$ cat src/hdl/ptq_pkg.sv
package ptq_pkg;

  localparam int DEFAULT_QUEUE_DEPTH = 8;
  localparam logic [7:0] MAX_LEN_RESET = 8'd255;
  localparam logic [15:0] CNT_MAX = 16'hFFFF;

  typedef enum logic [2:0] {
    FN_ENQUEUE  = 3'd0,
    FN_PEEK     = 3'd1,
    FN_POP      = 3'd2,
    FN_CONTAINS = 3'd3,
    FN_CLEAR    = 3'd4,
    FN_STAT     = 3'd5
  } func_code_t;

  typedef enum logic [1:0] {
    STAT_DROPS    = 2'd0,
    STAT_REPLACED = 2'd1,
    STAT_ENQUEUED = 2'd2,
    STAT_PEAK     = 2'd3
  } stat_code_t;

  typedef enum logic [2:0] {
    MODE_REPL,
    MODE_WORST,
    MODE_BEST,
    MODE_FIND,
    MODE_POP
  } scan_mode_t;

  typedef enum logic [2:0] {
    ST_IDLE,
    ST_DISPATCH,
    ST_SCAN_RD,
    ST_SCAN_EV,
    ST_SHIFT_RD,
    ST_SHIFT_WR,
    ST_WRITE,
    ST_DONE
  } state_t;

  typedef struct packed {
    logic [2:0]  src;
    logic [2:0]  pri;
    logic [7:0]  len;
    logic [15:0] payload;
    logic [31:0] tstamp;
    logic [31:0] seq;
  } entry_t;

endpackage

$ cat src/hdl/priority_tx_queue_with_eviction.sv
// Priority transmit queue with eviction.
// Input channel: in_valid / in_stall with func and the descriptor fields.
// Output channel: out_valid / out_stall, one result transfer per input transfer.
// Config: cfg_we writes cfg_data into the maximum frame length register;
// write only while the block is idle.
// Entries are held packed in arrival order in a memory with one read port and
// one write port that one sequencer walks with one shared compare unit,
// reading each entry visited and then evaluating it.
// Stat, clear and rejected operations go from dispatch straight to done;
// peek, contains and same-source search walk the held entries; pop and eviction
// then move each later entry down one place during compaction. A full-queue
// enqueue whose source search fails walks the queue again for the worst entry.
// One operation is in flight at a time; in_stall is high while it runs.
// The result sits in an output register; a new operation may start while it
// waits, but its own result holds in the sequencer until the register frees.
// Reset (synchronous, rst high) empties the queue, zeroes the counters, sets
// the next sequence number to 1 and the length limit to 255.
module priority_tx_queue_with_eviction #(
  parameter int QUEUE_DEPTH = ptq_pkg::DEFAULT_QUEUE_DEPTH
) (
  input  logic        clk,
  input  logic        rst,
  input  logic        cfg_we,
  input  logic [7:0]  cfg_data,
  input  logic        in_valid,
  output logic        in_stall,
  input  logic [2:0]  func,
  input  logic [15:0] payload_ref,
  input  logic [7:0]  frame_length,
  input  logic [2:0]  frame_source,
  input  logic [2:0]  frame_priority,
  input  logic [31:0] arrival_time,
  input  logic        replace_same_source,
  input  logic [2:0]  pop_index,
  input  logic [1:0]  stat_select,
  output logic        out_valid,
  input  logic        out_stall,
  output logic        ok,
  output logic [2:0]  slot,
  output logic [2:0]  out_source,
  output logic [2:0]  out_priority,
  output logic [7:0]  out_length,
  output logic [15:0] out_payload_ref,
  output logic [31:0] out_time,
  output logic [31:0] out_sequence,
  output logic [3:0]  depth,
  output logic        queue_full,
  output logic [15:0] stat_value
);
  import ptq_pkg::*;

  localparam int IW   = $clog2(QUEUE_DEPTH);
  localparam int CW   = $clog2(QUEUE_DEPTH + 1);
  localparam int CMPW = (CW > 3) ? CW : 3;

  state_t state, state_next;
  scan_mode_t mode;

  logic [7:0]  max_len;
  logic [CW-1:0] held, idx, cand_idx, cand_idx_next, peak;
  logic [31:0] next_seq;
  logic [15:0] drop_cnt, repl_cnt, enq_cnt;

  logic [2:0]  q_func, q_src, q_pri, q_pop;
  logic [15:0] q_payload;
  logic [7:0]  q_len;
  logic [31:0] q_time;
  logic        q_repl;
  logic [1:0]  q_stat;

  entry_t mem [QUEUE_DEPTH];
  entry_t rd_data, wr_data, cand, cand_next;
  logic [IW-1:0] rd_addr, wr_addr;
  logic mem_we;

  logic        r_ok;
  logic [2:0]  r_slot;
  entry_t      r_entry;
  logic [15:0] r_stat;
  logic [15:0] stat_sel;

  logic [CW-1:0] idx_inc;
  logic full, bad_len, pop_ok, last, match, out_load, take_rd;

  assign idx_inc = idx + 1'b1;
  assign full    = (held == CW'(QUEUE_DEPTH));
  assign bad_len = (q_len == 8'd0) || (q_len > max_len);
  assign pop_ok  = CMPW'(q_pop) < CMPW'(held);
  assign last    = (idx_inc == held);
  assign match   = (rd_data.src == q_src);
  assign out_load = !out_valid || !out_stall;

  always_comb begin
    case (q_stat)
      STAT_DROPS:    stat_sel = drop_cnt;
      STAT_REPLACED: stat_sel = repl_cnt;
      STAT_ENQUEUED: stat_sel = enq_cnt;
      default:       stat_sel = 16'(peak);
    endcase
  end

  // shared compare unit: worst or best candidate so far
  always_comb begin
    take_rd = 1'b0;
    if (idx == '0) begin
      take_rd = 1'b1;
    end else if (mode == MODE_WORST) begin
      take_rd = (rd_data.pri > cand.pri) ||
                ((rd_data.pri == cand.pri) && (rd_data.seq > cand.seq));
    end else begin
      take_rd = (rd_data.pri < cand.pri) ||
                ((rd_data.pri == cand.pri) && (rd_data.seq < cand.seq));
    end
    cand_next     = take_rd ? rd_data : cand;
    cand_idx_next = take_rd ? idx : cand_idx;
  end

  always_comb begin
    state_next = state;
    case (state)
      ST_IDLE: begin
        if (in_valid) state_next = ST_DISPATCH;
      end
      ST_DISPATCH: begin
        case (q_func)
          FN_ENQUEUE: begin
            if (bad_len) state_next = ST_DONE;
            else if ((q_repl && held != '0) || full) state_next = ST_SCAN_RD;
            else state_next = ST_WRITE;
          end
          FN_PEEK, FN_CONTAINS: state_next = (held == '0) ? ST_DONE : ST_SCAN_RD;
          FN_POP: state_next = pop_ok ? ST_SCAN_RD : ST_DONE;
          default: state_next = ST_DONE;
        endcase
      end
      ST_SCAN_RD: state_next = ST_SCAN_EV;
      ST_SCAN_EV: begin
        case (mode)
          MODE_REPL: begin
            if (match) state_next = ST_DONE;
            else if (last) state_next = full ? ST_SCAN_RD : ST_WRITE;
            else state_next = ST_SCAN_RD;
          end
          MODE_WORST: begin
            if (last) state_next = (q_pri < cand_next.pri) ? ST_SHIFT_RD : ST_DONE;
            else state_next = ST_SCAN_RD;
          end
          MODE_BEST: state_next = last ? ST_DONE : ST_SCAN_RD;
          MODE_FIND: state_next = (match || last) ? ST_DONE : ST_SCAN_RD;
          MODE_POP: state_next = ST_SHIFT_RD;
          default: state_next = ST_DONE;
        endcase
      end
      ST_SHIFT_RD: begin
        if (idx_inc >= held) state_next = (mode == MODE_WORST) ? ST_WRITE : ST_DONE;
        else state_next = ST_SHIFT_WR;
      end
      ST_SHIFT_WR: state_next = ST_SHIFT_RD;
      ST_WRITE: state_next = ST_DONE;
      ST_DONE: begin
        if (out_load) state_next = ST_IDLE;
      end
      default: state_next = ST_IDLE;
    endcase
  end

  always_comb begin
    in_stall = (state != ST_IDLE);
    rd_addr  = (state == ST_SHIFT_RD) ? idx_inc[IW-1:0] : idx[IW-1:0];
    mem_we   = 1'b0;
    wr_addr  = idx[IW-1:0];
    wr_data  = rd_data;
    case (state)
      ST_SCAN_EV: begin
        if (mode == MODE_REPL && match) begin
          mem_we  = 1'b1;
          wr_data = '{src: rd_data.src, pri: q_pri, len: q_len, payload: q_payload,
                      tstamp: q_time, seq: rd_data.seq};
        end
      end
      ST_SHIFT_WR: mem_we = 1'b1;
      ST_WRITE: begin
        mem_we  = 1'b1;
        wr_addr = held[IW-1:0];
        wr_data = '{src: q_src, pri: q_pri, len: q_len, payload: q_payload,
                    tstamp: q_time, seq: next_seq};
      end
      default: ;
    endcase
  end

  always_ff @(posedge clk) begin
    if (mem_we) mem[wr_addr] <= wr_data;
    rd_data <= mem[rd_addr];
  end

  always_ff @(posedge clk) begin
    if (rst) begin
      state     <= ST_IDLE;
      mode      <= MODE_FIND;
      held      <= '0;
      peak      <= '0;
      next_seq  <= 32'd1;
      drop_cnt  <= '0;
      repl_cnt  <= '0;
      enq_cnt   <= '0;
      max_len   <= MAX_LEN_RESET;
      out_valid <= 1'b0;
      idx       <= '0;
      cand_idx  <= '0;
    end else begin
      state <= state_next;
      if (cfg_we) max_len <= cfg_data;

      case (state)
        ST_IDLE: begin
          if (in_valid) begin
            q_func    <= func;
            q_payload <= payload_ref;
            q_len     <= frame_length;
            q_src     <= frame_source;
            q_pri     <= frame_priority;
            q_time    <= arrival_time;
            q_repl    <= replace_same_source;
            q_pop     <= pop_index;
            q_stat    <= stat_select;
          end
        end
        ST_DISPATCH: begin
          r_ok    <= (q_func == FN_CLEAR) || (q_func == FN_STAT);
          r_slot  <= '0;
          r_entry <= '0;
          r_stat  <= (q_func == FN_STAT) ? stat_sel : 16'd0;
          idx     <= (q_func == FN_POP) ? CW'(q_pop) : '0;
          case (q_func)
            FN_ENQUEUE: begin
              if (bad_len && drop_cnt != CNT_MAX) drop_cnt <= drop_cnt + 1'b1;
              mode <= (q_repl && held != '0) ? MODE_REPL : MODE_WORST;
            end
            FN_PEEK: mode <= MODE_BEST;
            FN_CONTAINS: mode <= MODE_FIND;
            FN_POP: mode <= MODE_POP;
            FN_CLEAR: begin
              held     <= '0;
              peak     <= '0;
              next_seq <= 32'd1;
              drop_cnt <= '0;
              repl_cnt <= '0;
              enq_cnt  <= '0;
            end
            default: ;
          endcase
        end
        ST_SCAN_EV: begin
          cand     <= cand_next;
          cand_idx <= cand_idx_next;
          case (mode)
            MODE_REPL: begin
              if (match) begin
                r_ok    <= 1'b1;
                r_slot  <= 3'(idx);
                r_entry <= wr_data;
                if (repl_cnt != CNT_MAX) repl_cnt <= repl_cnt + 1'b1;
              end else if (last && full) begin
                mode <= MODE_WORST;
                idx  <= '0;
              end else begin
                idx <= idx_inc;
              end
            end
            MODE_WORST: begin
              if (last) begin
                // evicted or rejected, a drop either way
                if (drop_cnt != CNT_MAX) drop_cnt <= drop_cnt + 1'b1;
                idx <= cand_idx_next;
              end else begin
                idx <= idx_inc;
              end
            end
            MODE_BEST: begin
              idx <= idx_inc;
              if (last) begin
                r_ok    <= 1'b1;
                r_slot  <= 3'(cand_idx_next);
                r_entry <= cand_next;
              end
            end
            MODE_FIND: begin
              idx <= idx_inc;
              if (match) r_ok <= 1'b1;
            end
            MODE_POP: begin
              r_ok    <= 1'b1;
              r_slot  <= 3'(idx);
              r_entry <= rd_data;
            end
            default: ;
          endcase
        end
        ST_SHIFT_RD: begin
          if (idx_inc >= held) held <= held - 1'b1;
        end
        ST_SHIFT_WR: idx <= idx_inc;
        ST_WRITE: begin
          held     <= held + 1'b1;
          next_seq <= next_seq + 1'b1;
          if (enq_cnt != CNT_MAX) enq_cnt <= enq_cnt + 1'b1;
          if (held + 1'b1 > peak) peak <= held + 1'b1;
          r_ok    <= 1'b1;
          r_slot  <= 3'(held);
          r_entry <= wr_data;
        end
        default: ;
      endcase

      if (state == ST_DONE && out_load) begin
        out_valid       <= 1'b1;
        ok              <= r_ok;
        slot            <= r_slot;
        out_source      <= r_entry.src;
        out_priority    <= r_entry.pri;
        out_length      <= r_entry.len;
        out_payload_ref <= r_entry.payload;
        out_time        <= r_entry.tstamp;
        out_sequence    <= r_entry.seq;
        depth           <= 4'(held);
        queue_full      <= full;
        stat_value      <= r_stat;
      end else if (out_valid && !out_stall) begin
        out_valid <= 1'b0;
      end
    end
  end

endmodule

$ cat config.mk
export PLATFORM = sky130hd
export DESIGN_NAME = priority_tx_queue_with_eviction
export DESIGN_NICKNAME = d
export VERILOG_FILES = /design/src/hdl/ptq_pkg.sv /design/src/hdl/priority_tx_queue_with_eviction.sv
export SDC_FILE = /design/constraint.sdc
export NUM_CORES = 2
export LEC_CHECK = 0
export ABC_CLOCK_PERIOD_IN_PS = 6500
export BUFFER_PORTS_ARGS = -buffer_cell sky130_fd_sc_hd__buf_2
export CORE_MARGIN = 10
export CORE_UTILIZATION = 45
export DETAILED_ROUTE_END_ITERATION = 12
export GPL_TIMING_DRIVEN = 0
export PLACE_DENSITY = 0.72
export SYNTH_ARGS = -nofsm -noshare
export SYNTH_HDL_FRONTEND = slang
export SYNTH_SLANG_ARGS = --single-unit
$ cat constraint.sdc
create_clock -name clk -period 6.5 [get_ports clk]
set_clock_uncertainty 0.05 [all_clocks]
set_input_delay 0.65 -clock clk [delete_from_list [all_inputs] [get_ports clk]]
set_output_delay 0.65 -clock clk [all_outputs]
set_load 0.01 [all_outputs]
==> out/results.tsv <==
metric	value	unit
Buf/Inv on CP	4	
first-pass GRT wire length	215000	um
critical path's top delay family	buffers and inverters	
status	complete, but fails checks	
WP data required	7.11	ns
vias in the first global route	31633	
H-tree levels	4	
power density over cell area	424	mW/mm2
latest clock arrival within the worst-skew pair	0.79	ns
Worst slew margin	-4.94	%
failing checks	capacitance limit, slew limit	
Final #Nets	3732	
Synth Instances	3127	
fraction of layout cells with a size suffix above 1	25.7	%
Clock Tree Buf Depth	3	
Slew Viols, Final	11	
hold_ws	0.0286	ns
Post-synth top cells	1150 x edfxtp_1, 233 x mux2_2, 205 x dfxtp_1, 192 x mux4_2, 154 x nor2_1	
max-capacitance violation count	1	
DRT antenna net count	0	
dpl ws	1.59	ns
Synth area leader	edfxtp_1	
Max IR drop VDD	0.360	mV
die height	366	um
final hold vios	0	
critical path class	reg -> reg	
CTS Root Cell	clkbuf_16	
# port buffers	203	
slowest cell on the critical path	mux2i_1	
final setup vio count	0	
DRC Markers	0	
CTS Buf Count	140	
Total Power	26.9	mW
routed wire length	148000	um
CTS tree	done	
clock sink total	1355	
leakage power	21.6	nW
Layout area overhead	17.6	%
Worst-Margin Slew	1.57	ns
distinct cell type count after synthesis	78	
DP HPWL	96600	um
initial antenna violation count	4	
M1 WL	57100	um
row cnt	127	
cells along the critical path	clkbuf_1 -> inv_1 -> ha_1 -> mux2i_1 -> clkbuf_1 -> buf_1 -> mux4_2 -> mux2_2	
via density per instance	6.02	
top cell type's share of synthesized area	64.0	%
met2 WL post-DR	66900	um
starting density of the core	45.2	%
Arrival @ worst endpoint	5.71	ns
hold_buf cts	70	
async set-reset flop share out of synthesis	0	%
RSZ-0062 raised after global routing	no	
number of synthesized register bits	1355	
postcts setup bufs	0	
top-count cell post-synth	edfxtp_1	
Std-Cell Core Area	0.119	mm2
GR Overflow Total	0	
Core Util, Final	53.1	%
post-synthesis area per instance	17.3	um2
fraction of the yosys area taken by sequential cells	71.6	%
Die Area	0.134	mm2
synth top area cells	edfxtp_1 64%, mux4_2 8.0%, dfxtp_1 7.6%	
maximum clock rate	196	MHz
Ys Warns	0	
number of synthesized flops with an enable pin	1150	
post-route minimum period	5.10	ns
post-CTS sizing	0	
Ports	205	
global-route usage over all layers	21.5	%
via count	32003	
Netlist Area Pre-Place	0.0540	mm2
final worst slack	1.40	ns
crit share post-route	78.5	%
Worst-path clk slew	0.06	ns
largest net degree at the start of global routing	66	
CP peak stage delay	1.07	ns
Met3 Routed Length	17100	um
Mapped Nets	3272	
highest routed layer	met5	
Die X	366	um
1st-iter DRT viols	4536	
drt wl/cell	27.8	um
Worst setup EP type	register	
drt pass-1 iters	6	
Post-synth top flop	edfxtp_1	
most frequent CP cell	clkbuf_1	
final RePlAce weighted congestion	0.911	
CP startpoint kind	register	
Hold Crit Class	in -> reg	
Crit Path Max Fanout	10	
==> placed cells by master (no fill, tap or decap), drive strengths merged, types with 50 or more instances in the layout <==
cell type	synthesis	routed
clkbuf	111	291
nand3	64	64
a32o	50	50
clkinv	1	56
nor2	154	154
mux2	233	233
dfxtp	205	205
a21oi	81	81
ha	61	61
nand2	119	119
o21ai	65	65
edfxtp	1150	1150
dlygate4sd3	0	70
inv	77	86
buf	53	301
mux4	192	192
a221o	86	86
==> power by group <==
group	switching, mW	internal (mW)
combinational	4.10	2.97
sequential	0.546	11.2
clock	3.50	4.60
==> final timing paths <==
kind	endpoint	slack, ns	cells after the start	from
worst max-delay path	rd_data[56]	1.40	8	idx[0]
worst min-delay path	q_time[22]	0.03	1	arrival_time[22]
worst min register to register	out_payload_ref[10]	0.36	0	r_entry[74]
worst max register to register	rd_data[56]	1.40	8	idx[0]
==> cell families (layout without fill, tap and decap cells) <==
| family | after synthesis | in the layout | share of synthesized area, % |
|---|---|---|---|
| buffers and inverters | 242 | 818 | 1.81 |
| AO/OA/AOI/OAI | 441 | 441 | 6.23 |
| flip-flops | 1355 | 1355 | 71.6 |
| multiplexers | 455 | 455 | 13.4 |
| XOR/XNOR | 47 | 47 | 0.762 |
| other | 0 | 3 | 0 |
| adder cells (fa/ha/maj) | 64 | 64 | 1.47 |
| AND/OR/NAND/NOR | 523 | 523 | 4.74 |
==> per-layer routing <==
layer  up-vias  global-route usage, %
met4         2                   9.52
met5         -                      0
met1     16206                   28.7
met3       366                   6.02
li1      13460                      -
met2      1969                   32.8
==> flip-flops by register name, summed over array words and instances, names as in the netlist, 32 cells and up <==
signal        flops
mem             752
out_time         32
rd_data          94
cand             94
out_sequence     32
next_seq         32
q_time           32
r_entry          94
==> worst reg2reg max path: stages, from the launching register on <==
cell,delay [ns]
dfxtp_1,0.44
clkbuf_1,0.39
inv_1,0.19
ha_1,0.43
mux2i_1,1.07
clkbuf_1,0.93
buf_1,0.79
mux4_2,0.43
mux2_2,0.29
==> cell type report <==
class | instances | area [um2]
fillers | 9334 | 56000
inverters | 78 | 293
clock buffers | 180 | 3780
plain buffers | 164 | 688
repair buffers | 318 | 2680
diodes | 3 | 7.51
multi-input cells | 1530 | 14500
clock inverters | 78 | 916
well taps | 1612 | 2020
flip-flops and latches | 1355 | 38600
==> stage by stage <==
stage | area [um2] | instances | setup TNS (ns)
after global routing | 63500 | 5315 | 0
final | 63500 | 5318 | 0
after CTS | 63500 | 5315 | 0
after floorplan | 54000 | 3127 | 0
after global placement | 57000 | 4942 | -4190.64
after detailed placement | 58100 | 4987 | 0
Power figures use the tool's default switching activity.
